===== src/design/blockchain_block_stream_parser_assert.svh =====
// assertion macros used by the parser queue module (bbsp_back)
`ifndef BLOCKCHAIN_BLOCK_STREAM_PARSER_ASSERT_SVH
`define BLOCKCHAIN_BLOCK_STREAM_PARSER_ASSERT_SVH

// implication checked on every clock edge outside reset
`define BBSP_ASSERT_IMP(label, clk, rst_n, a, b) \
    label: assert property (@(posedge clk) disable iff (!rst_n) (a) |-> (b)) \
        else $error("assertion failed");

// condition that must never be true outside reset
`define BBSP_ASSERT_NEVER(label, clk, rst_n, a) \
    label: assert property (@(posedge clk) disable iff (!rst_n) !(a)) \
        else $error("assertion failed");

`endif


===== src/design/bbsp_pkg.sv =====
package bbsp_pkg;

    localparam int HASH_BYTES = 32;
    localparam int QDEPTH = 4;
    localparam int QAW = 2;

    typedef enum logic [4:0] {
        ST_MAGIC     = 5'd0,
        ST_SIZE      = 5'd1,
        ST_VERSION   = 5'd2,
        ST_PREV      = 5'd3,
        ST_MERKLE    = 5'd4,
        ST_TIME      = 5'd5,
        ST_BITS      = 5'd6,
        ST_NONCE     = 5'd7,
        ST_TXCNT     = 5'd8,
        ST_TXVER     = 5'd9,
        ST_INCNT     = 5'd10,
        ST_INHASH    = 5'd11,
        ST_INIDX     = 5'd12,
        ST_INSLEN    = 5'd13,
        ST_INSCRIPT  = 5'd14,
        ST_SEQ       = 5'd15,
        ST_OUTCNT    = 5'd16,
        ST_OUTVAL    = 5'd17,
        ST_OUTSLEN   = 5'd18,
        ST_OUTSCRIPT = 5'd19,
        ST_LOCK      = 5'd20,
        CODE_DONE    = 5'd21
    } code_t;

    // parser states, one-hot; the set bit index equals the field code
    typedef enum logic [20:0] {
        S_MAGIC     = 21'h000001,
        S_SIZE      = 21'h000002,
        S_VERSION   = 21'h000004,
        S_PREV      = 21'h000008,
        S_MERKLE    = 21'h000010,
        S_TIME      = 21'h000020,
        S_BITS      = 21'h000040,
        S_NONCE     = 21'h000080,
        S_TXCNT     = 21'h000100,
        S_TXVER     = 21'h000200,
        S_INCNT     = 21'h000400,
        S_INHASH    = 21'h000800,
        S_INIDX     = 21'h001000,
        S_INSLEN    = 21'h002000,
        S_INSCRIPT  = 21'h004000,
        S_SEQ       = 21'h008000,
        S_OUTCNT    = 21'h010000,
        S_OUTVAL    = 21'h020000,
        S_OUTSLEN   = 21'h040000,
        S_OUTSCRIPT = 21'h080000,
        S_LOCK      = 21'h100000
    } state_t;

    typedef enum logic [1:0] {
        REG_MAIN  = 2'd0,
        REG_TEST  = 2'd1,
        REG_TEST3 = 2'd2,
        REG_ALT   = 2'd3
    } reg_idx_t;

    typedef struct packed {
        logic [4:0]  code;
        logic [63:0] value;
        logic [1:0]  net;
        logic [31:0] pos;
        logic        last_byte;
        logic        last_run;
    } result_t;

    // one parsed byte: up to two results
    typedef struct packed {
        logic    two;
        result_t r0;
        result_t r1;
    } entry_t;

    // field code of the field a state is collecting
    function automatic logic [4:0] state_code(state_t s);
        logic [4:0] c;
        c = 5'(ST_MAGIC);
        for (int i = 0; i < $bits(state_t); i++)
        begin
            if (s[i])
                c = 5'(i);
        end
        return c;
    endfunction

endpackage


===== src/design/bbsp_front.sv =====
module bbsp_front import bbsp_pkg::*; (
    input  logic        clk,
    input  logic        rst_n,
    input  logic        cfg_we,
    input  logic [63:0] cfg_index,
    input  logic [31:0] cfg_data,
    input  logic        in_valid,
    input  logic [7:0]  in_byte,
    output logic        push,
    output entry_t      push_entry
);

    state_t      state_reg, state_next;
    logic [31:0] win_reg, win_next;
    logic [2:0]  fill_reg, fill_next;
    logic [5:0]  cnt_reg, cnt_next;
    logic [3:0]  vsz_reg, vsz_next;
    logic [63:0] acc_reg, acc_next;
    logic [63:0] sleft_reg, sleft_next;
    logic [63:0] tx_reg, tx_next;
    logic [63:0] in_reg, in_next;
    logic [63:0] out_reg, out_next;
    logic [31:0] blk_reg, blk_next;
    logic [1:0]  net_reg, net_next;
    logic [31:0] m0_reg, m1_reg, m2_reg, m3_reg;

    logic [1:0]  nres;
    result_t     ra, rb;
    logic [5:0]  cinc;
    logic [63:0] shb;
    logic [63:0] vval;
    logic        vfin;
    logic [63:0] sidx;
    logic [63:0] acc_or;

    always_ff @(posedge clk or negedge rst_n)
    begin
        if (!rst_n)
        begin
            m0_reg <= 32'd3686187259;
            m1_reg <= 32'd3669344250;
            m2_reg <= 32'd118034699;
            m3_reg <= 32'd4273258233;
        end
        else if (cfg_we && cfg_index[63:2] == 62'd0)
        begin
            unique case (reg_idx_t'(cfg_index[1:0]))
                REG_MAIN:  m0_reg <= cfg_data;
                REG_TEST:  m1_reg <= cfg_data;
                REG_TEST3: m2_reg <= cfg_data;
                REG_ALT:   m3_reg <= cfg_data;
                default:   m0_reg <= m0_reg;
            endcase
        end
    end

    always_comb
    begin
        state_next = state_reg;
        win_next = win_reg;
        fill_next = fill_reg;
        cnt_next = cnt_reg;
        vsz_next = vsz_reg;
        acc_next = acc_reg;
        sleft_next = sleft_reg;
        tx_next = tx_reg;
        in_next = in_reg;
        out_next = out_reg;
        blk_next = blk_reg;
        net_next = net_reg;
        nres = 2'd0;
        ra = '0;
        rb = '0;
        cinc = cnt_reg + 6'd1;
        shb = 64'(in_byte) << {cnt_reg[2:0], 3'b000};
        acc_or = acc_reg | shb;
        vval = 64'd0;
        vfin = 1'b0;
        sidx = acc_reg - sleft_reg;

        unique case (state_reg)
            S_MAGIC:
            begin
                win_next = {in_byte, win_reg[31:8]};
                if (fill_reg < 3'd4)
                    fill_next = fill_reg + 3'd1;
                if (fill_next == 3'd4 && (win_next == m0_reg || win_next == m1_reg
                    || win_next == m2_reg || win_next == m3_reg))
                begin
                    if (win_next == m0_reg) net_next = 2'd0;
                    else if (win_next == m1_reg) net_next = 2'd1;
                    else if (win_next == m2_reg) net_next = 2'd2;
                    else net_next = 2'd3;
                    nres = 2'd1;
                    ra.code = 5'(ST_MAGIC);
                    ra.value = 64'(win_next);
                    state_next = S_SIZE;
                    cnt_next = '0;
                    vsz_next = '0;
                    acc_next = '0;
                    win_next = '0;
                    fill_next = '0;
                end
            end
            S_SIZE, S_VERSION, S_TIME, S_BITS, S_NONCE, S_TXVER, S_INIDX,
            S_SEQ, S_LOCK, S_OUTVAL:
            begin
                acc_next = acc_or;
                cnt_next = cinc;
                if (cinc >= ((state_reg == S_OUTVAL) ? 6'd8 : 6'd4))
                begin
                    nres = 2'd1;
                    ra.code = state_code(state_reg);
                    ra.value = acc_or;
                    cnt_next = '0;
                    vsz_next = '0;
                    acc_next = '0;
                    unique case (state_reg)
                        S_SIZE:    state_next = S_VERSION;
                        S_VERSION: state_next = S_PREV;
                        S_TIME:    state_next = S_BITS;
                        S_BITS:    state_next = S_NONCE;
                        S_NONCE:   state_next = S_TXCNT;
                        S_TXVER:   state_next = S_INCNT;
                        S_INIDX:   state_next = S_INSLEN;
                        S_OUTVAL:  state_next = S_OUTSLEN;
                        S_SEQ:
                        begin
                            in_next = in_reg - 64'd1;
                            state_next = (in_next == 64'd0) ? S_OUTCNT : S_INHASH;
                        end
                        default:
                        begin
                            tx_next = tx_reg - 64'd1;
                            if (tx_next == 64'd0)
                            begin
                                nres = 2'd2;
                                rb.code = CODE_DONE;
                                rb.value = 64'(blk_reg);
                                blk_next = blk_reg + 32'd1;
                                state_next = S_MAGIC;
                                win_next = '0;
                                fill_next = '0;
                            end
                            else
                                state_next = S_TXVER;
                        end
                    endcase
                end
            end
            S_PREV, S_MERKLE, S_INHASH:
            begin
                nres = 2'd1;
                ra.code = state_code(state_reg);
                ra.value = 64'(in_byte);
                ra.pos = 32'(cnt_reg);
                ra.last_byte = (32'(cnt_reg) + 32'd1 >= 32'(HASH_BYTES));
                if (!ra.last_byte)
                    cnt_next = cinc;
                else
                begin
                    cnt_next = '0;
                    vsz_next = '0;
                    acc_next = '0;
                    if (state_reg == S_PREV) state_next = S_MERKLE;
                    else if (state_reg == S_MERKLE) state_next = S_TIME;
                    else state_next = S_INIDX;
                end
            end
            S_TXCNT, S_INCNT, S_INSLEN, S_OUTCNT, S_OUTSLEN:
            begin
                if (cnt_reg == 6'd0)
                begin
                    cnt_next = 6'd1;
                    if (in_byte < 8'hFD)
                    begin
                        vfin = 1'b1;
                        vval = 64'(in_byte);
                    end
                    else
                    begin
                        vsz_next = (in_byte == 8'hFD) ? 4'd3 : (in_byte == 8'hFE) ? 4'd5 : 4'd9;
                        acc_next = '0;
                    end
                end
                else
                begin
                    acc_next = acc_reg | (64'(in_byte) << {3'(cnt_reg - 6'd1), 3'b000});
                    cnt_next = cinc;
                    if (cinc >= 6'(vsz_reg))
                    begin
                        vfin = 1'b1;
                        vval = acc_next;
                    end
                end
                if (vfin)
                begin
                    nres = 2'd1;
                    ra.code = state_code(state_reg);
                    ra.value = vval;
                    cnt_next = '0;
                    vsz_next = '0;
                    acc_next = '0;
                    unique case (state_reg)
                        S_TXCNT:
                        begin
                            tx_next = vval;
                            if (vval == 64'd0)
                            begin
                                nres = 2'd2;
                                rb.code = CODE_DONE;
                                rb.value = 64'(blk_reg);
                                blk_next = blk_reg + 32'd1;
                                state_next = S_MAGIC;
                                win_next = '0;
                                fill_next = '0;
                            end
                            else
                                state_next = S_TXVER;
                        end
                        S_INCNT:
                        begin
                            in_next = vval;
                            state_next = (vval == 64'd0) ? S_OUTCNT : S_INHASH;
                        end
                        S_OUTCNT:
                        begin
                            out_next = vval;
                            state_next = (vval == 64'd0) ? S_LOCK : S_OUTVAL;
                        end
                        default:
                        begin
                            if (vval == 64'd0)
                            begin
                                if (state_reg == S_INSLEN)
                                    state_next = S_SEQ;
                                else
                                begin
                                    out_next = out_reg - 64'd1;
                                    state_next = (out_next == 64'd0) ? S_LOCK : S_OUTVAL;
                                end
                            end
                            else
                            begin
                                state_next = (state_reg == S_INSLEN) ? S_INSCRIPT
                                                                     : S_OUTSCRIPT;
                                sleft_next = vval;
                                acc_next = vval;
                            end
                        end
                    endcase
                end
            end
            S_INSCRIPT, S_OUTSCRIPT:
            begin
                nres = 2'd1;
                ra.code = state_code(state_reg);
                ra.value = 64'(in_byte);
                ra.pos = (sidx[63:32] != 32'd0) ? 32'hFFFFFFFF : sidx[31:0];
                ra.last_byte = (sleft_reg <= 64'd1);
                sleft_next = sleft_reg - 64'd1;
                if (ra.last_byte)
                begin
                    sleft_next = '0;
                    cnt_next = '0;
                    vsz_next = '0;
                    acc_next = '0;
                    if (state_reg == S_INSCRIPT)
                        state_next = S_SEQ;
                    else
                    begin
                        out_next = out_reg - 64'd1;
                        state_next = (out_next == 64'd0) ? S_LOCK : S_OUTVAL;
                    end
                end
            end
            default:
            begin
                state_next = S_MAGIC;
                win_next = '0;
                fill_next = '0;
            end
        endcase
        ra.net = net_next;
        rb.net = net_next;
        ra.last_run = (nres == 2'd1);
        rb.last_run = 1'b1;
    end

    always_ff @(posedge clk or negedge rst_n)
    begin
        if (!rst_n)
        begin
            state_reg <= S_MAGIC;
            win_reg <= '0;
            fill_reg <= '0;
            cnt_reg <= '0;
            vsz_reg <= '0;
            acc_reg <= '0;
            sleft_reg <= '0;
            tx_reg <= '0;
            in_reg <= '0;
            out_reg <= '0;
            blk_reg <= '0;
            net_reg <= '0;
        end
        else if (in_valid)
        begin
            state_reg <= state_next;
            win_reg <= win_next;
            fill_reg <= fill_next;
            cnt_reg <= cnt_next;
            vsz_reg <= vsz_next;
            acc_reg <= acc_next;
            sleft_reg <= sleft_next;
            tx_reg <= tx_next;
            in_reg <= in_next;
            out_reg <= out_next;
            blk_reg <= blk_next;
            net_reg <= net_next;
        end
    end

    assign push = in_valid && (nres != 2'd0);
    assign push_entry = '{two: (nres == 2'd2), r0: ra, r1: rb};

endmodule


===== src/design/bbsp_back.sv =====
module bbsp_back import bbsp_pkg::*; (
    input  logic    clk,
    input  logic    rst_n,
    input  logic    push,
    input  entry_t  push_entry,
    output logic    room,
    output logic    out_valid,
    input  logic    out_ready,
    output result_t out_res
);

    `include "blockchain_block_stream_parser_assert.svh"

    entry_t        mem [QDEPTH];
    logic [QAW-1:0] wp_reg, rp_reg;
    logic [QAW:0]   cnt_reg;
    logic           half_reg;
    logic           pop_ent;
    entry_t         head;

    assign head = mem[rp_reg];
    assign out_valid = (cnt_reg != '0);
    assign out_res = half_reg ? head.r1 : head.r0;
    assign pop_ent = out_valid && out_ready && (half_reg || !head.two);
    // keep one free slot so a push never meets a full queue
    assign room = (cnt_reg < (QAW+1)'(QDEPTH - 1)) || pop_ent;

    always_ff @(posedge clk)
    begin
        if (push)
            mem[wp_reg] <= push_entry;
    end

    always_ff @(posedge clk or negedge rst_n)
    begin
        if (!rst_n)
        begin
            wp_reg <= '0;
            rp_reg <= '0;
            cnt_reg <= '0;
            half_reg <= 1'b0;
        end
        else
        begin
            if (push)
                wp_reg <= wp_reg + 1'b1;
            if (pop_ent)
            begin
                rp_reg <= rp_reg + 1'b1;
                half_reg <= 1'b0;
            end
            else if (out_valid && out_ready)
                half_reg <= 1'b1;
            cnt_reg <= cnt_reg + (QAW+1)'(push) - (QAW+1)'(pop_ent);
        end
    end

    `BBSP_ASSERT_NEVER(a_overflow, clk, rst_n, push && cnt_reg == (QAW+1)'(QDEPTH))
    `BBSP_ASSERT_IMP(a_half, clk, rst_n, half_reg, out_valid && head.two)
    `BBSP_ASSERT_NEVER(a_count, clk, rst_n, cnt_reg > (QAW+1)'(QDEPTH))

endmodule


===== src/design/blockchain_block_stream_parser.sv =====
// byte-stream block file parser
// s_axis: one raw byte per transaction (tdata[7:0] data_byte)
// m_axis: parsed field results; tdata carries field_value, byte_position,
//   field_last_byte; tuser carries field_code and net_code; tlast marks the
//   last result caused by one input byte
// cfg: write enable, register index 0..3 (main, test, test three, alternate
//   chain magic) and 32-bit data; the user must write them only while idle;
//   the block does not enforce this
// throughput: one input byte per cycle while the queue has room; a byte
//   producing two results (a field followed by block done) is sent as two
//   transfers on the single output port, one result each
// a four-entry queue sits between the parser and the output; the input is
//   held off only when three result entries are waiting and none is popped,
//   so a stalled receiver stops input once three bytes that produced results are queued
// reset: parser returns to magic search, block number zero, magic registers
//   take their defaults, queue empties
module blockchain_block_stream_parser import bbsp_pkg::*; (
    input  logic         clk,
    input  logic         rst_n,
    input  logic         cfg_we,
    input  logic [63:0]  cfg_index,
    input  logic [31:0]  cfg_data,
    input  logic         s_axis_tvalid,
    output logic         s_axis_tready,
    input  logic [7:0]   s_axis_tdata,   // data_byte
    output logic         m_axis_tvalid,
    input  logic         m_axis_tready,
    output logic [103:0] m_axis_tdata,   // field_value, byte_position, field_last_byte
    output logic [6:0]   m_axis_tuser,   // field_code, net_code
    output logic         m_axis_tlast
);

    logic    push;
    entry_t  pe;
    logic    room;
    result_t r;

    bbsp_front u_front (
        .clk        (clk),
        .rst_n      (rst_n),
        .cfg_we     (cfg_we),
        .cfg_index  (cfg_index),
        .cfg_data   (cfg_data),
        .in_valid   (s_axis_tvalid && room),
        .in_byte    (s_axis_tdata),
        .push       (push),
        .push_entry (pe)
    );

    bbsp_back u_back (
        .clk        (clk),
        .rst_n      (rst_n),
        .push       (push),
        .push_entry (pe),
        .room       (room),
        .out_valid  (m_axis_tvalid),
        .out_ready  (m_axis_tready),
        .out_res    (r)
    );

    assign s_axis_tready = room;
    assign m_axis_tdata = {7'd0, r.last_byte, r.pos, r.value};
    assign m_axis_tuser = {r.net, r.code};
    assign m_axis_tlast = r.last_run;

endmodule


===== config.mk =====
export PLATFORM = sky130hd
export DESIGN_NAME = blockchain_block_stream_parser
export DESIGN_NICKNAME = d
export VERILOG_FILES = /design/src/design/bbsp_pkg.sv /design/src/design/bbsp_front.sv /design/src/design/bbsp_back.sv /design/src/design/blockchain_block_stream_parser.sv
export VERILOG_INCLUDE_DIRS = /design/src /design/src/design
export SDC_FILE = /design/constraint.sdc
export NUM_CORES = 2
export LEC_CHECK = 0
export BUFFER_PORTS_ARGS = -buffer_cell sky130_fd_sc_hd__buf_2
export CAP_MARGIN = 20
export CORE_ASPECT_RATIO = 1.5
export CORE_MARGIN = 2
export CORE_UTILIZATION = 55
export DETAILED_ROUTE_END_ITERATION = 7
export MAX_ROUTING_LAYER = met4
export PLACE_DENSITY = 0.78
export RECOVER_POWER = 50
export SLEW_MARGIN = 30
export SYNTH_ARGS = -nofsm -noshare
export SYNTH_HDL_FRONTEND = slang
export SYNTH_SLANG_ARGS = --single-unit

===== constraint.sdc =====
create_clock -name clk -period 20.9 [get_ports clk]
set_input_delay 2.09 -clock clk [delete_from_list [all_inputs] [get_ports clk]]
set_output_delay 2.09 -clock clk [all_outputs]
set_load 0.03 [all_outputs]

# After elaboration in Yosys (flattened, before gate mapping)
# Memory sizes are Yosys's and may differ from the RTL's.
# Index checks and enable logic that the tools add are counted.
[totals] register_bits=556 mem_bits_rw=708 mem_count=1
[classes] add_sub_neg=14 order_cmp=7 n_eq_ne=53 shifts=2 n_mux=154 n_bitwise=3 reduce_logical=48
[mem_list] memory="u_back.mem" words=4 width=177 rd=1 rd_ports_with_merged_regs=0 write_ports=1 line="bbsp_back.sv:14" rtl="entry_t mem [QDEPTH];"
[op_table] operator="64-bit two-way mux" count=29
[op_table] operator="64-bit case mux with 2 select lines" count=5
[op_table] operator="69-bit two-way mux" count=8
[op_table] operator="32-bit two-way mux" count=15
[op_table] operator="64-bit case mux with 5 select lines" count=1
[op_table] operator="69-bit case mux with 4 select lines" count=1
[op_table] operator="64-bit zero test" count=4
[op_table] operator="64-bit by 1-bit subtractor with 64-bit output (second input constant)" count=4
[op_table] operator="21-bit two-way mux" count=11
[op_table] operator="21-bit case mux with 9 select lines" count=1
[op_table] operator="69-bit case mux with 2 select lines" count=1
[op_table] operator="32-bit equality test" count=4
[op_table] operator="64-bit OR" count=2
[op_table] operator="32-bit case mux with 4 select lines" count=1
[op_table] operator="8-bit by 6-bit << shifter with 64-bit output" count=2
[op_table] operator="105-bit two-way mux" count=1
[op_table] operator="21-bit case mux with 5 select lines" count=1
[op_table] operator="5-bit two-way mux" count=17
[op_table] operator="33-bit case mux with 2 select lines" count=1
[op_table] operator="64-bit by 1-bit <= comparator with 1-bit output (second input constant)" count=1
[op_table] operator="32-bit case mux with 2 select lines" count=1
[op_table] operator="64-bit subtractor" count=1
[op_table] operator="21-bit case mux with 3 select lines" count=1
[op_table] operator="62-bit zero test" count=1
[op_table] operator="other kinds (78)" count=167

# Logic depth before layout (Yosys ltp)
[depth] ltp_word=22 depth_mapped=21 mapped_depth_nobuf=18

# Hierarchy
# A second synthesis with hierarchy kept.
[hier_totals] hier_cells=6526 area_unflattened_um2=72891.2
[by_module_without_submodules] mod="bbsp_front" n_inst=1 cells_each=5247 area_each_um2=40516.4
[by_module_without_submodules] mod="bbsp_back" n_inst=1 cells_each=1270 area_each_um2=32312.2
[by_module_without_submodules] mod="blockchain_block_stream_parser" n_inst=1 cells_each=9 area_each_um2=62.6

# Worst setup path after synthesis
# Ideal clock, no wire load.
[synth_timing] path_kind="input port to flip-flop" startpoint="input s_axis_tdata[6]" endpoint="memory u_back.mem[0][100] (netlist name) (enable)" setup_ps=515 arrival_ps=7566 required_time_ps=20385 slack_ps=12819 cell_stages=12 cell_sequence="clkbuf_1 -> clkbuf_1 -> xor2_1 -> nor4_1 -> nand4_1 -> nor2_1 -> o41a_1 -> nor2b_1 -> clkbuf_1 -> nor2b_1 -> nor3_1 -> and2_1"
[synth_via] elab_chain_len=14 word_cells_on_any_way=28 cone_classes="order compare (1); eq/ne (4); shift (1); mux (14); bitwise (1); reduce/logical (7)"
[synth_lines] element="start: declaration" line="blockchain_block_stream_parser.sv:25" rtl="input logic [7:0] s_axis_tdata,"
[synth_lines] element="8-bit by 6-bit << shifter with 64-bit output" line="bbsp_front.sv:188" rtl="acc_next = acc_reg | (64'(in_byte) << {3'(cnt_reg - 6'd1), 3'b000});"
[synth_lines] element="64-bit OR" line="bbsp_front.sv:188"
[synth_lines] element="64-bit two-way mux" line="bbsp_front.sv:190" rtl="if (cinc >= 6'(vsz_reg))"
[synth_lines] element="64-bit two-way mux" line="bbsp_front.sv:172" rtl="if (cnt_reg == 6'd0)"
[synth_lines] element="64-bit two-way mux" line="bbsp_front.sv:81" rtl="unique case (state_reg)"
[synth_lines] element="64-bit zero test" line="bbsp_front.sv:208" rtl="if (vval == 64'd0)"
[synth_lines] element="2-bit two-way mux" line="bbsp_front.sv:208"
[synth_lines] element="2-bit two-way mux" line="bbsp_front.sv:204" rtl="unique case (state_reg)"
[synth_lines] element="2-bit two-way mux" line="bbsp_front.sv:196" rtl="if (vfin)"
[synth_lines] element="2-bit case mux with 4 select lines *" line="bbsp_front.sv:81"
[synth_lines] element="2-bit nonzero test *" line="bbsp_front.sv:324" rtl="assign push = in_valid && (nres != 2'd0);"
[synth_lines] element="1-bit logical AND *" line="bbsp_front.sv:324"
[synth_lines] element="1-bit two-way mux *" line="bbsp_back.sv:30" rtl="if (push)"
[synth_lines] element="1-bit two-way mux (implied by the code) *" line="bbsp_back.sv:31" rtl="mem[wp_reg] <= push_entry;"
[synth_lines] element="end: declaration" line="bbsp_back.sv:14"
# Every way passes the cells marked *; elsewhere a longest branch is shown, timed or not. The select of a mux whose other input is x is not followed.

==> results by group <==
Pwr
  • Comb power frac: 35.7%
  • Peak supply drop: 0.0910 mV
  • Share of power burned in registers: 36.0%
  • Leak: 0.0263 uW
  • Internal: 4240 uW
  • Clock power share: 28.3%
  • Total power: 7000 uW
  • Switching part of the total: 39.4%
  • Switching pwr: 2760 uW
  • Pwr Density: 104 mW/mm2

Timing
  • Max Slew Vio Count: 1276
  • Clock skew: 44.6 ps
  • Max-slew headroom: -201%
  • Unrepaired setup endpoints after global routing: no
  • # setup viols final: 0
  • Sum Neg Setup Slack: 0 ps
  • Fmax: 0.0812 GHz
  • Hold slack final: 489 ps
  • Period minus WS final: 12310 ps
  • Final hold vios: 0
  • Fin crit share: 58.9%
  • Least-Margin Pin Slew: 4520 ps

Worst setup path
  • Worst reg2reg path endpoint: u_back.mem[0][150]
  • Worst R2R Setup Slack: 8840 ps
  • Worst endpoint required time: 21800 ps
  • Worst EP arrival: 13210 ps
  • R2r worst-path depth: 14
  • CP Launch Type: input pin
  • Reg2reg start: u_front.state_reg[4]
  • CP Class: input pin to async pin
  • Crit end category: async pin
  • Max FO, Critical Path: 79

Clock tree
  • CTS tree: yes
  • Clk_lat worst skew: 760 ps
  • Clock slew at reported path FFs: 70 ps
  • CTS sink count: 1104
  • Longest Clk Path Bufs: 3
  • # resized after CTS: 0
  • Post-CTS Setup Bufs: 0
  • TritonCTS Buffers: 104
  • Root Buffer: clkbuf_16
  • Hold Buf Count CTS: 0
  • H-tree depth: 3

Detailed routing
  • Drt via density: 6.88
  • WL per Instance: 29.7 um
  • Post-route ant nets: 0
  • # DRC: 0
  • First drt pass iteration count: 7
  • Vias after detailed routing: 52200
  • Initial drt markers: 6971
  • Routed Wire Length: 225 mm

Worst hold path
  • WHS Endpoint: u_front.vsz_reg[3]
  • Hold Crit Depth: 1
  • Worst hold path class: flop to flop
  • Worst Hold Launch: u_front.vsz_reg[3]

Floorplan
  • Core Box Area: 0.110 mm2
  • Initial core utilization: 55.5%
  • Die width: 276 um
  • Num rows: 149
  • I/O pin count: 223
  • Die area: 0.114 mm2
  • Die H: 412 um

Logic synthesis
  • Syn Area/Cell: 10.2 um2
  • Synth cell types: 92
  • Post-synthesis cell area: 0.0611 mm2
  • Synth Flop Type: edfxtp_1
  • Synth Warn #: 0
  • Sequential fraction of the synthesis area: 49.9%
  • Post-synth EDFFs: 556
  • Flops & latches, synth: 1104
  • Gate Count Post-Synth: 6013
  • Asr flop ratio synth: 49.6%

Global routing
  • GRT Resource Usage Total: 40.3%
  • Vias in the first global route: 50200
  • Pin count of the biggest net entering global routing: 156
  • First-pass GRT wire length: 331 mm
  • Grt ovf: 0
  • Initial antenna violation count: 15

Place
  • Post-Place Cell Area: 0.0637 mm2
  • Post-DP HPWL: 158 mm
  • Gpl congestion: 1.05
  • I/O Buffers: 215

Cells and area
  • Top reg by flops: u_back.mem
  • Max reg flops: 556
  • Final Cell Area: 0.0672 mm2
  • Commonest non-fill, non-tap cell in the layout: o21ai_0
  • Layout cells sized above 1: 16.0%
  • Most frequent cells in the layout: 591 x o21ai_0, 556 x edfxtp_1, 544 x a21oi_1
  • Final nets: 6253
  • Area grow syn2layout: 9.99%

Run status
  • Failing checks: max-capacitance violations, max-slew violations
  • Status: finished with violations

Run
  • Max-cap violation count: 24
metrics by stage:
| stage | utilization, % | std cells | setup slack, ps |
|---|---|---|---|
| 6_report | 61.0 | 7593 | 8590 |
| 4_1_cts | 61.1 | 7575 | 12840 |
| 3_5_place_dp | 57.8 | 7379 | 12870 |
| 5_1_grt | 61.0 | 7590 | 6530 |
| 2_1_floorplan | - | 6019 | 12820 |
| 3_3_place_gp | 57.7 | 7374 | 13080 |
cells in the mapped netlist, drive strengths merged, types with 85 or more instances:
| master | instances | area, um2 |
|---|---|---|
| a21oi | 545 | 2730 |
| clkbuf | 357 | 1340 |
| nand2 | 381 | 1430 |
| mux2 | 173 | 1950 |
| nor4 | 164 | 1060 |
| xor2 | 192 | 1680 |
| inv | 175 | 657 |
| nor2b | 124 | 776 |
| ha | 89 | 1110 |
| nor3 | 181 | 906 |
| a22oi | 107 | 803 |
| mux4 | 139 | 3130 |
| dfrtp | 471 | 11800 |
| o21ai | 602 | 3010 |
| edfxtp | 556 | 16700 |
| nand4 | 89 | 578 |
| nor2 | 538 | 2020 |
| xnor2 | 85 | 744 |
| a31oi | 97 | 607 |
| nand3 | 131 | 656 |
worst max path at each step:
| stage | startpoint | end | cells past startpoint |
|---|---|---|---|
| 2_1_floorplan | s_axis_tdata[6] | u_back.mem[0][100] | 12 |
| 3_3_place_gp | u_front.state_reg[4] | u_back.mem[0][150] | 14 |
| 3_5_place_dp | u_front.state_reg[4] | u_back.mem[0][97] | 14 |
| 4_1_cts | u_front.state_reg[4] | u_back.mem[0][150] | 14 |
| 5_1_grt | rst_n | u_front.out_reg[50] | 6 |
| 6_report | rst_n | u_front.out_reg[50] | 6 |
routing by layer:
| metal | GRT usage [%] | vias up | wire length [um] | share of wire (%) |
|---|---|---|---|---|
| met1 | 46.8 | 25500 | 79300 | 35 |
| met3 | 8.71 | 978 | 22300 | 9.9 |
| met5 | - | - | 0 | 0 |
| met2 | 62.4 | 3313 | 104000 | 46 |
| met4 | 29.0 | 0 | 19900 | 8.8 |
| li1 | - | 22500 | - | - |
cell type report:
class	instances	area (um2)
Multi-Input combinational cell	4315	28600
Sequential cell	1104	30500
Tap cell	1434	1790
Fill cell	8771	42900
Clock inverter	53	619
Clock buffer	143	2930
Timing Repair Buffer	352	2130
Inverter	176	661
Antenna cell	16	40.0
critical path: stages:
cell and delay (ps):
clkbuf_1 3050, clkbuf_1 2640, clkbuf_1 1970, clkbuf_1 2370, buf_4 640, buf_16 280
power by group through the flow:
| stage | registers, uW | logic [uW] | clock network, uW |
|---|---|---|---|
| final | 2520 | 2500 | 1980 |
| after detailed placement | 2550 | 2420 | 0 |
| after global routing | 2520 | 2620 | 2070 |
| after global placement | 2550 | 2410 | 0 |
| after CTS | 2510 | 2440 | 2000 |
| after floorplan | 2410 | 1680 | 0 |
kinds of logic after synthesis:
family,after synthesis,share of synthesized area [%]
fa+ha+maj,91,1.89
compound gates,1717,16.5
buf+inv,600,3.77
simple gates,1904,15.5
xor+xnor,277,3.97
other cells,1,0.00613
mux,319,8.42
flops,1104,49.9
No activity file was read; power rests on OpenSTA's default activity.
